[src/hw/rtl/pls_pkg.sv]
package pls_pkg;

    localparam int FRAC_BITS_DEF = 16;
    localparam int PIX_W         = 8;
    localparam int LIGHT_W       = 7;
    localparam int SAT_W         = 7;
    localparam int HUE_W         = 9;

    localparam logic [LIGHT_W-1:0] LIGHT_RESET = 7'd50;
    localparam logic [LIGHT_W-1:0] LIGHT_MAX   = 7'd100;
    localparam logic [LIGHT_W-1:0] LIGHT_HALF  = 7'd50;

    // saturation and hue handed from front to back
    typedef struct packed {
        logic [SAT_W-1:0] sat;
        logic [HUE_W-1:0] hue;
    } hs_t;

    // piece of the hue-to-channel curve
    typedef enum logic [1:0] {
        SEG_RISE,
        SEG_TOP,
        SEG_FALL,
        SEG_BOT
    } seg_t;

endpackage

[src/hw/rtl/pls_if.sv]
interface pls_in_if;
    logic       valid;
    logic       ready;
    logic [7:0] red_in;
    logic [7:0] green_in;
    logic [7:0] blue_in;

    modport source (output valid, output red_in, output green_in, output blue_in,
                    input ready);
    modport sink   (input valid, input red_in, input green_in, input blue_in,
                    output ready);
endinterface


[src/hw/rtl/pls_div.sv]
// Pipelined restoring divider, one quotient bit per stage: q = a * 2^(QBITS-1) / b, a <= b.
module pls_div #(
    parameter int QBITS = 17,
    parameter int DW    = 9,
    parameter int PW    = 1
) (
    input  logic             clk,
    input  logic             rst_n,
    input  logic             en,
    input  logic             in_vld,
    input  logic [DW-1:0]    a,
    input  logic [DW-1:0]    b,
    input  logic [PW-1:0]    pay_in,
    output logic             out_vld,
    output logic [QBITS-1:0] q,
    output logic [PW-1:0]    pay_out
);

    localparam int RW = DW + 1;

    logic             vld_reg [QBITS];
    logic [RW-1:0]    rem_reg [QBITS];
    logic [DW-1:0]    den_reg [QBITS];
    logic [QBITS-1:0] quo_reg [QBITS];
    logic [PW-1:0]    pay_reg [QBITS];

    for (genvar k = 0; k < QBITS; k++) begin : g_stage
        logic             vld_prev;
        logic [RW-1:0]    rem_prev;
        logic [DW-1:0]    den_prev;
        logic [QBITS-1:0] quo_prev;
        logic [PW-1:0]    pay_prev;
        logic [RW-1:0]    trial;
        logic             qbit;
        logic [RW-1:0]    rem_next;

        if (k == 0) begin : g_first
            assign vld_prev = in_vld;
            assign rem_prev = RW'(a);
            assign den_prev = b;
            assign quo_prev = '0;
            assign pay_prev = pay_in;
            assign trial    = rem_prev;
        end
        else begin : g_next
            assign vld_prev = vld_reg[k-1];
            assign rem_prev = rem_reg[k-1];
            assign den_prev = den_reg[k-1];
            assign quo_prev = quo_reg[k-1];
            assign pay_prev = pay_reg[k-1];
            assign trial    = rem_prev << 1;
        end

        assign qbit     = (trial >= RW'(den_prev));
        assign rem_next = qbit ? (trial - RW'(den_prev)) : trial;

        always_ff @(posedge clk or negedge rst_n)
        begin
            if (!rst_n)
            begin
                vld_reg[k] <= 1'b0;
            end
            else if (en)
            begin
                vld_reg[k] <= vld_prev;
            end
        end

        always_ff @(posedge clk)
        begin
            if (en)
            begin
                rem_reg[k] <= rem_next;
                den_reg[k] <= den_prev;
                quo_reg[k] <= {quo_prev[QBITS-2:0], qbit};
                pay_reg[k] <= pay_prev;
            end
        end
    end

    assign out_vld = vld_reg[QBITS-1];
    assign q       = quo_reg[QBITS-1];
    assign pay_out = pay_reg[QBITS-1];

endmodule

[src/hw/rtl/pls_front.sv]
// RGB to whole-degree hue and whole-percent saturation.
module pls_front #(
    parameter int FRAC_BITS = pls_pkg::FRAC_BITS_DEF
) (
    input  logic         clk,
    input  logic         rst_n,
    pls_in_if.sink       pix,
    input  logic         full,
    output logic         push,
    output pls_pkg::hs_t push_data
);

    localparam int QW = FRAC_BITS + 1;
    localparam int XW = FRAC_BITS + 4;
    localparam int HW = XW + 6;
    localparam int SW = QW + 7;
    localparam logic signed [HW-1:0] FULL_TURN = HW'(longint'(360) <<< FRAC_BITS);

    logic [7:0]        r, g, b, mx, mn, d, num_abs;
    logic [8:0]        sum, den;
    logic signed [8:0] num;
    logic              num_neg, grey, en;
    logic [2:0]        base;

    logic              sat_vld, hue_vld, sat_grey;
    logic [QW-1:0]     sat_q, hue_q;
    logic [3:0]        hue_pay;

    logic [SW-1:0]        s_full;
    logic signed [XW-1:0] hq, x;
    logic signed [HW-1:0] hh, hh_pos;

    always_comb
    begin
        r = pix.red_in;
        g = pix.green_in;
        b = pix.blue_in;
        mx = r;
        mn = r;
        if (g > mx) mx = g;
        if (b > mx) mx = b;
        if (g < mn) mn = g;
        if (b < mn) mn = b;
        d    = mx - mn;
        sum  = {1'b0, mx} + {1'b0, mn};
        den  = (sum < 9'd255) ? sum : (9'd510 - sum);
        grey = (mx == mn);
        if (mx == b)
        begin
            base = 3'd4;
            num  = $signed({1'b0, r}) - $signed({1'b0, g});
        end
        else if (mx == g)
        begin
            base = 3'd2;
            num  = $signed({1'b0, b}) - $signed({1'b0, r});
        end
        else
        begin
            base = 3'd0;
            num  = $signed({1'b0, g}) - $signed({1'b0, b});
        end
        num_neg = num[8];
        num_abs = num_neg ? 8'(-num) : num[7:0];
    end

    assign en        = !sat_vld || !full;
    assign pix.ready = en;

    pls_div #(.QBITS(QW), .DW(9), .PW(1)) u_sat_div (
        .clk     (clk),
        .rst_n   (rst_n),
        .en      (en),
        .in_vld  (pix.valid),
        .a       ({1'b0, d}),
        .b       (den),
        .pay_in  (grey),
        .out_vld (sat_vld),
        .q       (sat_q),
        .pay_out (sat_grey)
    );

    pls_div #(.QBITS(QW), .DW(9), .PW(4)) u_hue_div (
        .clk     (clk),
        .rst_n   (rst_n),
        .en      (en),
        .in_vld  (pix.valid),
        .a       ({1'b0, num_abs}),
        .b       ({1'b0, d}),
        .pay_in  ({base, num_neg}),
        .out_vld (hue_vld),
        .q       (hue_q),
        .pay_out (hue_pay)
    );

    always_comb
    begin
        s_full = SW'(sat_q) * SW'(100);
        hq     = $signed(XW'(hue_q));
        if (hue_pay[0]) hq = -hq;
        x      = $signed(XW'({hue_pay[3:1], {FRAC_BITS{1'b0}}})) + hq;
        hh     = HW'(x) * HW'(60);
        hh_pos = (hh < 0) ? (hh + FULL_TURN) : hh;
        push_data.sat = sat_grey ? '0 : s_full[FRAC_BITS+6:FRAC_BITS];
        push_data.hue = sat_grey ? '0 : hh_pos[FRAC_BITS+8:FRAC_BITS];
    end

    assign push = sat_vld && hue_vld && !full;

endmodule

[src/flat_wrapper.sv]
// flat-port wrapper written by rule: the top's interface ports become plain ports
module pls_front_flat 
#(
    parameter int FRAC_BITS = pls_pkg::FRAC_BITS_DEF
)
  (clk, rst_n, full, push, push_data, pix_valid, pix_red_in, pix_green_in, pix_blue_in, pix_ready);
  pls_in_if pix_i ();
  input  logic clk;
  input  logic rst_n;
  input  logic full;
  output logic push;
  output pls_pkg::hs_t push_data;
  input wire logic [$bits(pix_i.valid)-1:0] pix_valid;
  input wire logic [$bits(pix_i.red_in)-1:0] pix_red_in;
  input wire logic [$bits(pix_i.green_in)-1:0] pix_green_in;
  input wire logic [$bits(pix_i.blue_in)-1:0] pix_blue_in;
  output wire logic [$bits(pix_i.ready)-1:0] pix_ready;
  assign pix_i.valid = pix_valid;
  assign pix_i.red_in = pix_red_in;
  assign pix_i.green_in = pix_green_in;
  assign pix_i.blue_in = pix_blue_in;
  assign pix_ready = pix_i.ready;
  pls_front #(.FRAC_BITS(FRAC_BITS)) u_core (.clk(clk), .rst_n(rst_n), .pix(pix_i), .full(full), .push(push), .push_data(push_data));
endmodule
[config.mk]
export PLATFORM = sky130hd
export DESIGN_NAME = pls_front_flat
export DESIGN_NICKNAME = d
export VERILOG_FILES = /design/src/hw/rtl/pls_pkg.sv /design/src/hw/rtl/pls_if.sv /design/src/hw/rtl/pls_div.sv /design/src/hw/rtl/pls_front.sv /design/src/flat_wrapper.sv
export SDC_FILE = /design/constraint.sdc
export NUM_CORES = 2
export LEC_CHECK = 0
export ABC_AREA = 1
export ABC_CLOCK_PERIOD_IN_PS = 66600
export BUFFER_PORTS_ARGS = -buffer_cell sky130_fd_sc_hd__buf_4
export CAP_MARGIN = 20
export CORE_MARGIN = 1.5
export CORE_UTILIZATION = 61
export CTS_CLUSTER_DIAMETER = 150
export DETAILED_ROUTE_END_ITERATION = 10
export HOLD_SLACK_MARGIN = 0.03
export PLACE_DENSITY = 0.79
export SETUP_SLACK_MARGIN = 0.4
export SLEW_MARGIN = 20
export SYNTH_ARGS = -nofsm -noshare
export SYNTH_HDL_FRONTEND = slang
export SYNTH_SLANG_ARGS = --single-unit
[constraint.sdc]
create_clock -name clk -period 66.6 [get_ports clk]
set_clock_uncertainty 0.2 [all_clocks]
set_input_delay 6.66 -clock clk [delete_from_list [all_inputs] [get_ports clk]]
set_output_delay 6.66 -clock clk [all_outputs]
set_load 0.005 [all_outputs]
---- Word-level counts from Yosys, hierarchy flattened ----
Memory sizes are Yosys's and may differ from the RTL's.
Cells that the tools add are included.
word-level totals
  register bits after elaboration ......... 17
  memory bits (writable) .................. 1309
  output and inout bits ................... 18
  logic and storage cells ................. 168
  memories kept ........................... 8
memory list
  memory                    words  width  rd ports  clocked after memory_dff  wr ports  RTL line       text
  u_core.u_hue_div.quo_reg  17     17     17        0                         17        pls_div.sv:24  logic [QBITS-1:0] quo_reg [QBITS];
  u_core.u_sat_div.quo_reg  17     17     17        0                         17        pls_div.sv:24
  u_core.u_hue_div.rem_reg  17     10     16        0                         17        pls_div.sv:22  logic [RW-1:0] rem_reg [QBITS];
  u_core.u_sat_div.rem_reg  17     10     16        0                         17        pls_div.sv:22
  u_core.u_hue_div.den_reg  17     9      16        0                         17        pls_div.sv:23  logic [DW-1:0] den_reg [QBITS];
  u_core.u_sat_div.den_reg  17     9      16        0                         17        pls_div.sv:23
  +2 memories               n/a    n/a    n/a       n/a                       n/a       n/a
cells by class
  $add $sub $neg .......................... 44
  multiply operators ...................... 2
  magnitude comparators ................... 40
  equal/unequal tests ..................... 3
  multiplexer cells ....................... 50
  reduce and logical (&&, ||, !) cells .... 4
operators by type and width
  kind                      count
  $mux W10                  34
  $ge A10 B9 Y1             32
  $sub A10 B9 Y10           32
  $mux W8                   5
  $mux W9                   4
  $sub A8 B8 Y9             4
  $lt A26 B1 Y1 const B     1
  $add A25 B25 Y25 const B  1
  $mux W25                  1
  $eq A8 B8 Y1              3
  $mul A20 B5 Y24 const B   1
  $mul A17 B5 Y21 const B   1
  $add A20 B20 Y20          1
  $mux W20                  1
  $neg A17 Y20              1
  $gt A8 B8 Y1              2
  $lt A8 B8 Y1              2
  $sub A8 B9 Y10            1
  $add A8 B8 Y9             1
  $ge A8 B9 Y1              1
  $lt A9 B8 Y1 const B      1
  $sub A9 B9 Y9 const A     1
  $ge A8 B8 Y1              1
  $neg A8 Y8                1
  other kinds (8)           10

---- Logic depth before layout (Yosys ltp) ----
  word-level depth ........................ 11
  gate-level depth with buffers ........... 52

---- Modules after synthesis ----
From an unflattened synthesis, not the netlist that was laid out.
unflattened totals
  cells, all modules ...................... 6348
  area total of the unflattened synthesis .. 58586.2 sq um
by module, submodules not included
  module                       instances  cells an instance  area each (sq um)  sequential area each (sq um)
  pls_div at u_core.u_hue_div  1          2665               26447.9            15710.1
  pls_div at u_core.u_sat_div  1          2614               24981.5            14178.6
  pls_front                    1          1069               7156.9             0.0

---- Worst setup path before layout ----
No wires, ideal clock.
  path type ............................... in2out
  from .................................... in full
  to ...................................... out pix_ready
  arrival time ............................ 31.699 ns
  data required time ...................... 59.740 ns
  slack ................................... 28.041 ns
  cell stages on the path ................. 2
  path buffers ............................ 1
  path through ............................ nand2_1 clkbuf_1
on the way
  word-level cells in the longest chain between the ends .. 2
RTL lines
  item                RTL line            text
  start: declaration  flat_wrapper.sv:10  input logic full;
  $logic_not A1 Y1    pls_front.sv:67     assign en = !sat_vld || !full;
  $logic_or A1 B1 Y1  pls_front.sv:67
  end: declaration    flat_wrapper.sv:17  output wire logic [$bits(pix_i.ready)-1:0] pix_ready;
Every way passes these cells.

---- Final worst setup path ----
Ends and elaborated chain as after synthesis.

==> results.md <==
- Crit-path slowest cell: nand2_4
- Ports: 46
- Arrival time worst endpoint: 7.29 ns
- Post-CTS Setup Inserts: 0
- Worst setup SP type: primary input
- Root buf cell: clkbuf_16
- Worst-Skew Late Latency: 0.65 ns
- Initial antenna violation count: 0
- Max Clk Rate: a little over 0.07 GHz
- Worst path top cell family by delay: buffers and inverters
- Worst Hold Class: register to register
- WL/cell: 15.45 um
- Num CTS Buffers: 95
- Tot GR Track Use: 0.2180
- CP endpoint kind: primary output
- Starting density of the core: 0.6168
- Synth Register Bits: between 900 and 1000
- DR pass1 iterations: 6
- Tightest Pin Transition: 1.048 ns
- Max-Cap Viols: 0
- CP max stage delay: 0.27 ns
- CTS Buffer Depth: 3
- Via density: 5.375
- Crit share post-route: 0.2125
- Cells after Synth: 4519
- Layout cells sized above 1: 0.05907
- CP bufs+invs: 2
- Worst path required time: 59.74 ns
- CTS tree: built
- Vias post-DR: 30992
- Sequential area share after synthesis: 0.5625
- # diodes: 0
- Critical path's most frequent cell: buf_4
- Final routed DRC violation total: 0
- PortBufs: 45
- Min Tclk post-route: 14.15 ns
- TNS Setup: 0 ns
- Die area: 83300 sq um
- CP Class: primary input to primary output
- Pins over their slew limit: 0
- Ys Warns: 0
- Resize count post-CTS: 0
- Ys flop type: edfxtp_1
- Clk pin slew, worst setup/hold paths: 0.06 ns
- Post-Place Worst Slack: 52.42 ns
- Outcome: finished, final reports clean
- Final hold vios: 0
- Slack of the critical path: around 52 ns
- Peak fanout along the critical path: 22
- Clock Sinks: 935
- Number of global-route vias before repair: about 32000
- First-iteration detailed-routing DRC count: 1825
- First-pass GRT wire length: roughly 150000 um
- H-tree level count: 3
- Die X: 288.6 um
- Antenna Violating Nets Remaining: 0
- Largest net degree at the start of global routing: 189
- Syn_nets: 5067
- Rel. slew slack: 0.3014
- Post-DP HPWL: 63700 um
- Post-Syn Area per Cell: about 11 sq um
- Post-synth EDFFs: 918
- RD Place Congestion: ~0.88
- Area of the core: between 80000 and 90000 sq um
- Worst hold slack: 0.2004 ns
- Gr ovfl total: 0
- Mapped cell area: 49770 sq um
- Die H: roughly 290 um
- Final #Nets: about 5200
- Post-synth cell types: 53
- RSZ-0062 raised after global routing: no
- Row count: 104
- Hold-fix buffers at CTS: 0
- Area delta synth->final: 9.582%
- Final setup fails: 0
- Async S/R FF share, synth: 0.01818
- Worst-path cell chain: buf_4 -> nand2_4 -> buf_4
- WL final: about 90000 um
[cell usage after synthesis, types with 2 or more instances]
master,instances,area share
a21oi_2,2,0.00035
buf_6,4,0.00091
a21oi_1,266,0.027
o211ai_1,33,0.0050
xnor2_1,69,0.012
nand4_1,16,0.0020
inv_2,11,0.00083
edfxtp_1,918,0.55
dfrtp_1,17,0.0085
nor2_2,3,0.00038
nand3_2,6,0.0012
xor2_2,3,0.00098
nand2_1,719,0.054
fa_1,83,0.033
nor3_1,44,0.0044
a31oi_1,11,0.0014
a211oi_1,21,0.0032
nor4_1,3,0.00038
nand3b_1,6,0.00091
a21o_1,5,0.00075
o21ai_0,329,0.033
ha_1,437,0.11
clkbuf_1,38,0.0029
o21bai_1,13,0.0020
xor2_1,169,0.030
o21ai_1,19,0.0019
nand2_2,17,0.0021
nand3_1,120,0.012
o31ai_1,26,0.0039
nor2_1,275,0.021
mux2_2,10,0.0023
o21a_1,19,0.0029
nand2_4,5,0.0011
or2_2,15,0.0019
inv_1,769,0.058
[routing by layer]
layer | wire length (um) | vias to the layer above | share of wire | global-route usage
met5 | 0 | - | 0 | 0
met4 | 3577 | 0 | 0.040 | 0.09870
met3 | 2538 | 213 | 0.028 | 0.02709
met2 | 49620 | 527 | 0.56 | 0.4335
met1 | 33360 | 14687 | 0.37 | 0.2245
li1 | - | 15565 | - | -
[path summary, 6_finish.rpt]
| path | startpoint | endpoint | slack (ns) | cells after the start |
|---|---|---|---|---|
| min in group asynchronous | rst_n | u_core.u_sat_div.g_stage[3].vld_prev | 5.69 | 1 |
| worst max register to register | u_core.u_sat_div.out_vld | u_core.u_hue_div.den_reg[0][122] | 62.74 | 4 |
| worst max-delay path | full | pix_ready | 52.45 | 3 |
| max in group asynchronous | rst_n | u_core.u_sat_div.g_stage[2].vld_prev | 60.28 | 1 |
| worst min-delay path | u_core.u_hue_div.quo_reg[0][159] | u_core.u_hue_div.quo_reg[0][177] | 0.20 | 0 |
| worst min register to register | u_core.u_hue_div.quo_reg[0][159] | u_core.u_hue_div.quo_reg[0][177] | 0.20 | 0 |
[cell usage in the layout, fill, tap and decap left out, types with 5 or more instances in the layout]
cell type,count
mux2_2,10
o21a_1,19
nand3b_1,6
nand4_1,16
nand3_1,120
clkinv_1,20
clkinv_2,18
edfxtp_1,918
xnor2_1,69
a211oi_1,21
inv_1,769
a31oi_1,11
or2_2,15
o211ai_1,33
o21bai_1,13
nand2_2,17
fa_1,83
ha_1,437
a21oi_1,266
nand2_1,718
clkbuf_16,96
nor2_1,275
bufinv_16,14
dfrtp_1,17
nor3_1,44
buf_4,54
o21ai_1,19
inv_2,11
nand2_4,6
clkbuf_1,16
nand3_2,6
a21o_1,5
xor2_1,169
o31ai_1,26
o21ai_0,329
[final cells by class]
class | count | area, sq um
fill | 5633 | 26140
clock buffer | 113 | 2476
inverter | 782 | 2937
sequential | 935 | 27990
timing repair buffer | 56 | 445.4
multi-input combinational | 2758 | 18640
tap | 1060 | 1326
clock inverter | 62 | 713.2
[metrics by stage]
stage | cell area, sq um | cells | util
after floorplan | 49770 | 4519 | -
after global placement | 51340 | 5591 | 0.6364
after detailed placement | 51340 | 5591 | 0.6364
after CTS | 54530 | 5766 | 0.6759
after global routing | 54530 | 5766 | 0.6759
final | 54530 | 5766 | 0.6759
[cells by family (layout without fill, tap and decap cells)]
group	Yosys count	in the layout	synth area share
AND/OR/NAND/NOR	1236	1236	0.1034
flip-flops	935	935	0.5625
buffers and inverters	826	1013	0.06303
AO/OA/AOI/OAI	751	751	0.08274
adder cells (fa/ha/maj)	520	520	0.1433
XOR/XNOR	241	241	0.04287
multiplexers	10	10	0.002263
Power is left out: the tool's default activity adds up to more than one toggle a clock period on the data nets, which glitch-free logic cannot reach.
