--- config.mk ---
export PLATFORM = sky130hd
export DESIGN_NAME = pls_fifo
export DESIGN_NICKNAME = d
export VERILOG_FILES = /design/src/hw/rtl/pls_pkg.sv /design/src/hw/rtl/pls_fifo.sv
export SDC_FILE = /design/constraint.sdc
export NUM_CORES = 1
export LEC_CHECK = 0
export BUFFER_PORTS_ARGS = -buffer_cell sky130_fd_sc_hd__buf_2
export CAP_MARGIN = 15
export CELL_PAD_IN_SITES_DETAIL_PLACEMENT = 0
export CELL_PAD_IN_SITES_GLOBAL_PLACEMENT = 1
export CORE_MARGIN = 2
export CORE_UTILIZATION = 35
export DETAILED_ROUTE_END_ITERATION = 6
export PLACE_DENSITY_LB_ADDON = 0.12
export RECOVER_POWER = 25
export REMOVE_ABC_BUFFERS = 1
export SYNTH_ARGS = -nofsm -noshare
export SYNTH_HDL_FRONTEND = slang
export SYNTH_SLANG_ARGS = --single-unit
--- constraint.sdc ---
create_clock -name clk -period 2.23 [get_ports clk]
set_clock_uncertainty 0.15 [all_clocks]
set_input_delay 0 -clock clk [delete_from_list [all_inputs] [get_ports clk]]
set_output_delay 0 -clock clk [all_outputs]
set_load 0.05 [all_outputs]
--- src/hw/rtl/pls_pkg.sv ---
package pls_pkg;

    localparam int FRAC_BITS_DEF = 16;
    localparam int PIX_W         = 8;
    localparam int LIGHT_W       = 7;
    localparam int SAT_W         = 7;
    localparam int HUE_W         = 9;

    localparam logic [LIGHT_W-1:0] LIGHT_RESET = 7'd50;
    localparam logic [LIGHT_W-1:0] LIGHT_MAX   = 7'd100;
    localparam logic [LIGHT_W-1:0] LIGHT_HALF  = 7'd50;

    // saturation and hue handed from front to back
    typedef struct packed {
        logic [SAT_W-1:0] sat;
        logic [HUE_W-1:0] hue;
    } hs_t;

    // piece of the hue-to-channel curve
    typedef enum logic [1:0] {
        SEG_RISE,
        SEG_TOP,
        SEG_FALL,
        SEG_BOT
    } seg_t;

endpackage

--- src/hw/rtl/pls_fifo.sv ---
// Two-entry queue between front and back.
module pls_fifo (
    input  logic         clk,
    input  logic         rst_n,
    input  logic         push,
    input  pls_pkg::hs_t push_data,
    input  logic         pop,
    output logic         full,
    output logic         vld,
    output pls_pkg::hs_t pop_data
);

    localparam int DEPTH = 2;
    localparam int AW    = $clog2(DEPTH);

    pls_pkg::hs_t   mem_reg [DEPTH];
    logic [AW-1:0]  wr_ptr_reg, rd_ptr_reg;
    logic [AW:0]    cnt_reg, cnt_next;
    logic           do_push, do_pop;

    assign full     = (cnt_reg == (AW+1)'(DEPTH));
    assign vld      = (cnt_reg != '0);
    assign do_push  = push && !full;
    assign do_pop   = pop && vld;
    assign pop_data = mem_reg[rd_ptr_reg];

    always_comb
    begin
        cnt_next = cnt_reg;
        if (do_push && !do_pop) cnt_next = cnt_reg + 1'b1;
        if (do_pop && !do_push) cnt_next = cnt_reg - 1'b1;
    end

    always_ff @(posedge clk or negedge rst_n)
    begin
        if (!rst_n)
        begin
            wr_ptr_reg <= '0;
            rd_ptr_reg <= '0;
            cnt_reg    <= '0;
        end
        else
        begin
            if (do_push) wr_ptr_reg <= wr_ptr_reg + 1'b1;
            if (do_pop)  rd_ptr_reg <= rd_ptr_reg + 1'b1;
            cnt_reg <= cnt_next;
        end
    end

    always_ff @(posedge clk)
    begin
        if (do_push) mem_reg[wr_ptr_reg] <= push_data;
    end

endmodule

## Word-level counts from Yosys, hierarchy flattened

Memories as Yosys holds them, arrays and structs flattened.
Index checks and enable logic that the tools add are counted.

- Bits in registers: 4
- Latch bits: 0
- Memory bits (writable): 32
- ROM bits: 0
- Input port bits: 20
- Logic and storage cells: 22
- Memories: 1

Memories:

| name | words | width | read ports | clocked after Yosys merged registers in | wr ports | RTL line | text |
|---|---|---|---|---|---|---|---|
| mem_reg | 2 | 16 | 1 | 0 | 1 | pls_fifo.sv:16 | `pls_pkg::hs_t mem_reg [DEPTH];` |

- Add/sub/neg operators: 4
- Multipliers: 0
- Divide/modulo/power cells: 0
- Order comparisons: 0
- Equal/unequal tests: 1
- Shift-type cells: 0
- Multiplexer cells: 4
- Bitwise gates (word level): 0
- Reduce and logical (&&, ||, !) cells: 9

Operators with widths:

| kind | number |
|---|---|
| $logic_and 1x1->1 | 4 |
| $mux 2 | 2 |
| $reduce_bool 2->1 | 2 |
| $logic_not 1->1 | 3 |
| $add 1x1->1 const B | 2 |
| $add 2x1->2 const B | 1 |
| $eq 2x2->1 const B | 1 |
| $mux 1 | 2 |
| $sub 2x1->2 const B | 1 |

## Logic depth before layout (Yosys ltp)

Gate-level depths: netlist of the first run.

- Depth in word-level cells: 6
- Depth in mapped cells: 6
- Gate-level depth less buffers: 6

## Worst setup path after synthesis of the first run

OpenSTA, ideal clock, no wires.

- Kind: register -> register
- Start point: reg cnt_reg[0]
- End point: mem mem_reg[0][0] (netlist bit), enable pin
- Library setup time: 0.388 ns
- Arrival: 1.324 ns
- Required time: 1.692 ns
- Slack: 0.368 ns
- Cell stages (with the launch flop): 4
- Period minus slack after synthesis: 1.862 ns
- Cell sequence: dfrtp_1 nand2b_1 nand2_1 nor2_1

- Word-level cells in the longest chain between the ends: 5

RTL lines:

| what | RTL line | text |
|---|---|---|
| from (decl) | pls_fifo.sv:18 | `logic [AW:0] cnt_reg, cnt_next;` |
| from (signal assigned) | pls_fifo.sv:46 | `cnt_reg <= cnt_next;` |
| $eq 2x2->1 | pls_fifo.sv:21 | `assign full = (cnt_reg == (AW+1)'(DEPTH));` |
| $logic_not 1->1 | pls_fifo.sv:23 | `assign do_push = push && !full;` |
| $logic_and 1x1->1 | pls_fifo.sv:23 |  |
| $mux 1 | pls_fifo.sv:52 | `if (do_push) mem_reg[wr_ptr_reg] <= push_data;` |
| $mux 1 (not written as such) | pls_fifo.sv:52 |  |
| to (decl) | pls_fifo.sv:16 |  |

No other way between the ends.

==> results.sh, run 1 <==
export IMPL_start_util_pct=36.9
export IMPL_num_vias=795
export IMPL_h_tree_depth=2
export IMPL_via_per_inst=4.32
export IMPL_p_leak_nw=0.738
export IMPL_layout_nets=156
export IMPL_synth_cells=68
export IMPL_dieHeight_microns=66.4
export IMPL_antenna_found_initial=0
export IMPL_async_flop_share_pct=11.1
export IMPL_numClockSinks=36
export IMPL_tns_ns=0
export IMPL_synth_largest_area_cell="edfxtp_1"
export IMPL_hold_violations=0
export IMPL_die_w_microns=66.4
export IMPL_criticalPathCategory="reg2out"
export IMPL_hold_path_class="in2reg"
export IMPL_ys_top_cells_by_count="edfxtp_1, mux2_2, dfrtp_1, xnor2_1"
export IMPL_drc_errors=0
export IMPL_dp_cells=156
export IMPL_netlist_area_sq_mm=0.00136
export IMPL_drtIter0Drc=21
export IMPL_syn2layout_area_growth_pct=39.7
export IMPL_relSlewSlack_pct=73.2
export IMPL_firstDrtPassIters=4
export IMPL_cpLargestDelayFamily="flip-flops"
export IMPL_synth_cell_types=14
export IMPL_crit_required_ns=2.08
export IMPL_cp_max_fo=9
export IMPL_synth_top_cells_by_area="edfxtp_1, mux2_2, dfrtp_1"
export IMPL_core_region_area_sq_mm=0.00369
export IMPL_ant_nets=0
export IMPL_grt_overflow=0
export IMPL_status="complete, no violations"
export IMPL_cts_buffers=5
export IMPL_largest_reg_flops=32
export IMPL_grt_busiest_layer="met2"
export IMPL_nFillCells=341
export IMPL_syn_avg_cell_area_sq_um=20.0
export IMPL_postCtsResizedCells=0
export IMPL_worstMarginPinSlew_ns=0.401
export IMPL_critPathSlowestCell="dfrtp_1"
export IMPL_cts_root_buffer="clkbuf_8"
export IMPL_yosysWarnings=0
export IMPL_ys_ff_latch=36
export IMPL_end_kind="output pin"
export IMPL_cp_data_arrival_time_ns=1.69
export IMPL_rsz0062_at_grt="false"
export IMPL_fin_ws_ns=0.391
export IMPL_dp_hpwl_microns=1600
export IMPL_clk_pin_slew_ns=0.07
export IMPL_utilization_pct=51.6
export IMPL_ios=38
export IMPL_preCtsSetupSlack_ns=0.521
export IMPL_fin_crit_ns=1.84
export IMPL_tritoncts="done"
export IMPL_ys_flop_type="edfxtp_1"
export IMPL_fmax_mhz=544
export IMPL_regArea_sq_mm=0.00106
export IMPL_gp_congestion=0.663
export IMPL_wl_per_cell_microns=12.5
export IMPL_grt_util_met1_pct=14.0
export IMPL_grt_pass1_wl_microns=3710
export IMPL_port_buffers=37
export IMPL_clk_insertion_delay_late_ns=0.28
export IMPL_stdcell_count=184
export IMPL_multi_input_area_sq_um=275
export IMPL_routed_wl_microns=2310
export IMPL_crit_path_max_incr_delay_ns=0.59
export IMPL_synth_most_common_cell="edfxtp_1"
export IMPL_synth_top_area_share_pct=70.5
export IMPL_finalCritPeriodShare_pct=82.5
export IMPL_cp_num_buf_inv=2
export IMPL_synth_edf_count=32
export IMPL_maxCapViolations=0
export IMPL_synth_seq_area_share_pct=77.9
export IMPL_vdd_drop_max_uv=550
export IMPL_placementRows=22
export IMPL_drive_above_1_share_pct=41.9
export IMPL_setup_violations_final=0
export IMPL_power_density_mw_per_mm2=1390
export IMPL_diodes=0
export IMPL_grt_pass1_vias=806
export IMPL_drv_slew=0
export IMPL_grt_use_met2_pct=19.3
export IMPL_die_area_sq_mm=0.00441
export IMPL_grtUsageMet3_pct=5.62
export IMPL_cts_buffer_depth=2
export IMPL_grt_max_degree=12
export IMPL_crit_chain="buf_4, mux2_2, buf_2"
export IMPL_grt_usage_pct=12.1
export IMPL_cp_start_kind="flop"
-- kinds of logic (layout without fill, tap and decap cells) --
family,Yosys count,count (layout),share of synthesized area (%)
xor gates and xnor gates,5,5,3.21
DFF,36,36,77.9
buffers and inverters,3,71,1.93
muxes,16,16,13.2
and+or+nand+nor,7,7,2.85
adders and majority gates,1,1,0.918
-- path summary, 6_finish.rpt --
kind                               start              to  slack, ns  cells past startpoint
min reg2reg                   wr_ptr_reg      wr_ptr_reg       0.34                      1
max reg2reg                   cnt_reg[0]   mem_reg[0][5]       0.53                      4
min                        push_data[11]  mem_reg[1][11]       0.29                      2
max in group asynchronous          rst_n      cnt_reg[1]       1.31                      3
max                           rd_ptr_reg     pop_data[0]       0.39                      3
min in group asynchronous          rst_n      rd_ptr_reg       0.45                      3
-- timing repair --
item | CTS | global route
endpoints found under the hold margin | 38 | 0
setup buffers | 0 | 0
setup endpoints to repair | 0 | 0
hold buffers | 20 | 0
-- cells in the final DEF (no fill, tap or decap), drive strengths merged --
cell type    instances
and2                 1
and3                 1
buf                 34
clkbuf              15
clkinv               1
dfrtp                4
dlygate4sd3         20
edfxtp              32
ha                   1
inv                  1
mux2                16
nand2                1
nand2b               1
nor2                 2
or2                  1
xnor2                3
xor2                 2
-- worst register-to-register path, stage by stage, from the launching register on --
cell and delay (ns):
dfrtp_1 0.40, nand2b_1 0.17, nand2_1 0.11, nor2_1 0.34
buf_4 0.25
-- area by class of cell --
cell class                 instances  share of cell area, %
clock buffer                       7                   4.54
clock inverter                     1                  0.197
inverter                           1                  0.197
multi-input combinational         29                   14.5
sequential                        36                   55.8
tap                               48                   3.16
timing repair buffer              62                   21.7
-- metrics by stage --
step           instance area, sq um  total power, mW  hold WS, ns
4_1_cts                        1910             2.69        0.278
5_1_grt                        1900             2.79        0.276
2_1_floorplan                  1340             1.91       -0.446
3_3_place_gp                   1620             2.18       -0.337
3_5_place_dp                   1620             2.20       -0.339
6_report                       1900             2.65        0.288
-- per-layer routing --
metal / part of all wire [%] / vias to the layer above
met2: 48 / 24
met4: 1.5 / 0
met1: 45 / 379
met3: 6.0 / 5
met5: 0 / -
li1: - / 387
-- report_power, final --
group / internal [mW] / switching (mW)
Combinational: 0.383 / 0.793
Sequential: 0.931 / 0.0840
Clock: 0.247 / 0.211
Total: 1.56 / 1.09
Power figures use the tool's default switching activity.
==> inputs of run 2 (changes only) <==
--- a/config.mk
+++ b/config.mk
@@ -5,6 +5,7 @@
 export SDC_FILE = /design/constraint.sdc
 export NUM_CORES = 1
 export LEC_CHECK = 0
+export ABC_AREA = 1
 export BUFFER_PORTS_ARGS = -buffer_cell sky130_fd_sc_hd__buf_2
 export CAP_MARGIN = 15
 export CELL_PAD_IN_SITES_DETAIL_PLACEMENT = 0
==> constraint.sdc (replaced) <==
create_clock -name clk -period 1.9 [get_ports clk]
set_clock_uncertainty 0.15 [all_clocks]
set_input_delay 0 -clock clk [delete_from_list [all_inputs] [get_ports clk]]
set_output_delay 0 -clock clk [all_outputs]
set_load 0.05 [all_outputs]
==> run 2 against run 1 <==
Compared with the run above:
- via count is 23% higher
- register-to-register slack worse by 0.17 ns
- wire length is 10% higher
- highest routed layer unchanged
- largest power group unchanged
- sequential power is 17% higher
- largest cell class unchanged
- core utilization is 2.7 points lower
- cell count is 25% higher
- worst setup slack worse by 0.18 ns
==> results.sh, run 2 <==
export IMPL_status="complete, no violations"
export IMPL_numClockSinks=36
export IMPL_p_seq_share_pct=37.0
export IMPL_crit_required_ns=1.75
export IMPL_finalCritPeriodShare_pct=88.8
export IMPL_ys_top_cells_by_count="nand2_1, edfxtp_1, inv_1, dfrtp_1, nand3_1"
export IMPL_r2r_start="cnt_reg[1]"
export IMPL_clk_insertion_delay_late_ns=0.27
export IMPL_fin_crit_ns=1.69
export IMPL_drtIter0Drc=36
export IMPL_postCtsSetupBuffers=0
export IMPL_setup_violations_final=0
export IMPL_netlist_area_sq_mm=0.00141
export IMPL_antenna_found_initial=0
export IMPL_grt_overflow=0
export IMPL_crit_path_max_incr_delay_ns=0.63
export IMPL_async_flop_share_pct=11.1
export IMPL_cts_root_buffer="clkbuf_8"
export IMPL_h_tree_depth=2
export IMPL_tns_ns=0
export IMPL_synth_xor_area_share_pct=0.622
export IMPL_r2r_slack_ns=0.36
export IMPL_cts_buffers=5
export IMPL_synth_top_area_share_pct=68.3
export IMPL_largest_reg_flops=32
export IMPL_placed_cell_area_sq_mm=0.00166
export IMPL_end_kind="output pin"
export IMPL_final_cell_area_sq_mm=0.00193
export IMPL_wl_per_cell_microns=11.0
export IMPL_routed_wl_microns=2540
export IMPL_die_area_sq_mm=0.00454
export IMPL_dieHeight_microns=67.4
export IMPL_synth_largest_area_cell="edfxtp_1"
export IMPL_fmax_mhz=593
export IMPL_holdPathStages=2
export IMPL_num_vias=975
export IMPL_reg2reg_depth=9
export IMPL_power_switching_mw=1.52
export IMPL_hold_violations=0
export IMPL_port_buffers=37
export IMPL_grt_usage_pct=12.5
export IMPL_cp_num_buf_inv=2
export IMPL_final_common_cell="nand2_1"
export IMPL_postCtsResizedCells=0
export IMPL_tritoncts="done"
export IMPL_fin_ws_ns=0.213
export IMPL_via_per_inst=4.24
export IMPL_preCtsSetupSlack_ns=0.374
export IMPL_gp_congestion=0.855
export IMPL_relSlewSlack_pct=68.9
export IMPL_final_cell_mix="nand2_1, edfxtp_1, buf_2"
export IMPL_drive_above_1_share_pct=26.1
export IMPL_power_density_mw_per_mm2=1670
export IMPL_clockPowerShare_pct=15.0
export IMPL_drc_errors=0
export IMPL_cts_buffer_depth=2
export IMPL_p_int_mw=1.71
export IMPL_ys_ff_latch=36
export IMPL_worstMarginPinSlew_ns=0.467
export IMPL_p_sw_share_pct=47.2
export IMPL_synth_simple_gate_area_share_pct=18.0
export IMPL_clk_pin_slew_ns=0.07
export IMPL_crit_chain="buf_4, nand2_1, nand2_1, buf_2"
export IMPL_cp_data_arrival_time_ns=1.54
export IMPL_min_from="push_data[1]"
export IMPL_dp_hpwl_microns=1710
export IMPL_cpLargestDelayFamily="flip-flops"
export IMPL_synth_compound_area_share_pct=0.622
export IMPL_synth_cell_types=16
export IMPL_grt_pass1_vias=966
export IMPL_start_util_pct=35.7
export IMPL_synth_seq_area_share_pct=75.4
export IMPL_ant_nets=0
export IMPL_diodes=0
export IMPL_firstDrtPassIters=4
export IMPL_core_region_area_sq_mm=0.00394
export IMPL_synth_top_cells_by_area="edfxtp_1, nand2_1, dfrtp_1"
export IMPL_holdBufCountCts=20
export IMPL_worstReg2RegEnd="cnt_reg[1]"
export IMPL_layout_nets=201
export IMPL_syn2layout_area_growth_pct=37.1
export IMPL_yosysWarnings=0
export IMPL_placementRows=23
export IMPL_synth_cells=115
export IMPL_ys_flop_type="edfxtp_1"
export IMPL_min_to="mem_reg[1][1]"
export IMPL_p_leak_nw=0.854
export IMPL_critPathSlowestCell="dfrtp_1"
export IMPL_syn_avg_cell_area_sq_um=12.2
export IMPL_grt_pass1_wl_microns=4130
export IMPL_maxCapViolations=0
export IMPL_synth_most_common_cell="nand2_1"
export IMPL_rsz0062_at_grt="false"
export IMPL_ios=38
export IMPL_hold_path_class="in2reg"
export IMPL_p_comb_share_pct=48.1
export IMPL_drv_slew=0
export IMPL_yosys_area_share_adder_pct=0.889
export IMPL_vdd_drop_max_uv=1090
export IMPL_die_w_microns=67.4
export IMPL_grt_max_degree=18
export IMPL_cp_max_fo=11
export IMPL_crit_path_frequent_cell="nand2_1"
export IMPL_criticalPathCategory="reg2out"
export IMPL_synth_edf_count=32
export IMPL_synth_top_family_by_area="simple AND/OR/NAND/NOR gates"
export IMPL_yosys_mux_area_fraction_pct=0
export IMPL_cp_start_kind="flop"
[run 2: changes by cell type after synthesis, sizes merged, moves of 2 or more]
cell	change
inv	+8
mux2	-16
nand2	+57
nand3	+3
xnor2	-2
xor2	-2
[run 2: through the flow]
step / utilization, % / hold slack (ns) / power [mW] / std cells
after floorplan: - / -0.446 / 2.34 / 112
final: 48.9 / 0.305 / 3.23 / 230
after global routing: 48.9 / 0.310 / 3.43 / 230
after global placement: 42.1 / -0.333 / 2.74 / 203
after CTS: 49.2 / 0.294 / 3.27 / 230
after detailed placement: 42.1 / -0.332 / 2.76 / 203
[run 2: per-layer routing]
metal,global-route usage [%],vias up,routed length (microns)
met4,4.59,0,23
met5,0,-,0
met3,3.67,2,127
met1,14.2,444,1120
li1,-,503,-
met2,22.4,26,1260
[run 2: how the worst max path moves through the flow]
stage                           from       endpoint  slack [ns]  depth (start not counted)
after CTS                 rd_ptr_reg    pop_data[3]        0.17                          4
after global routing      rd_ptr_reg    pop_data[3]         0.1                          4
after detailed placement  cnt_reg[1]     cnt_reg[1]        0.37                          9
after floorplan           cnt_reg[1]  mem_reg[1][0]        0.09                          3
after global placement    cnt_reg[1]     cnt_reg[1]        0.43                          9
final                     rd_ptr_reg    pop_data[3]        0.21                          4
[run 2: power groups by stage]
stage / clock [mW] / combinational [mW] / sequential [mW]
after floorplan: 0 / 1.14 / 1.20
after CTS: 0.499 / 1.58 / 1.20
after global placement: 0 / 1.53 / 1.21
final: 0.483 / 1.55 / 1.19
after detailed placement: 0 / 1.54 / 1.21
after global routing: 0.530 / 1.68 / 1.21
[run 2: logic make-up (layout without fill, tap and decap cells)]
logic type,Yosys count,after routing
AND/OR/NAND/NOR,64,64
flip-flops,36,36
buffers and inverters,12,77
adder cells (fa/ha/maj),1,1
AO/OA/AOI/OAI,1,1
XOR/XNOR,1,1
[run 2: layout make-up]
class | count | area (sq um)
Clock buffer | 6 | 72.6
Timing Repair Buffer | 61 | 405
Inverter | 9 | 36.3
Clock inverter | 1 | 5.00
Multi-Input combinational cell | 67 | 287
Fill cell | 381 | 2010
Tap cell | 50 | 62.6
Sequential cell | 36 | 1060
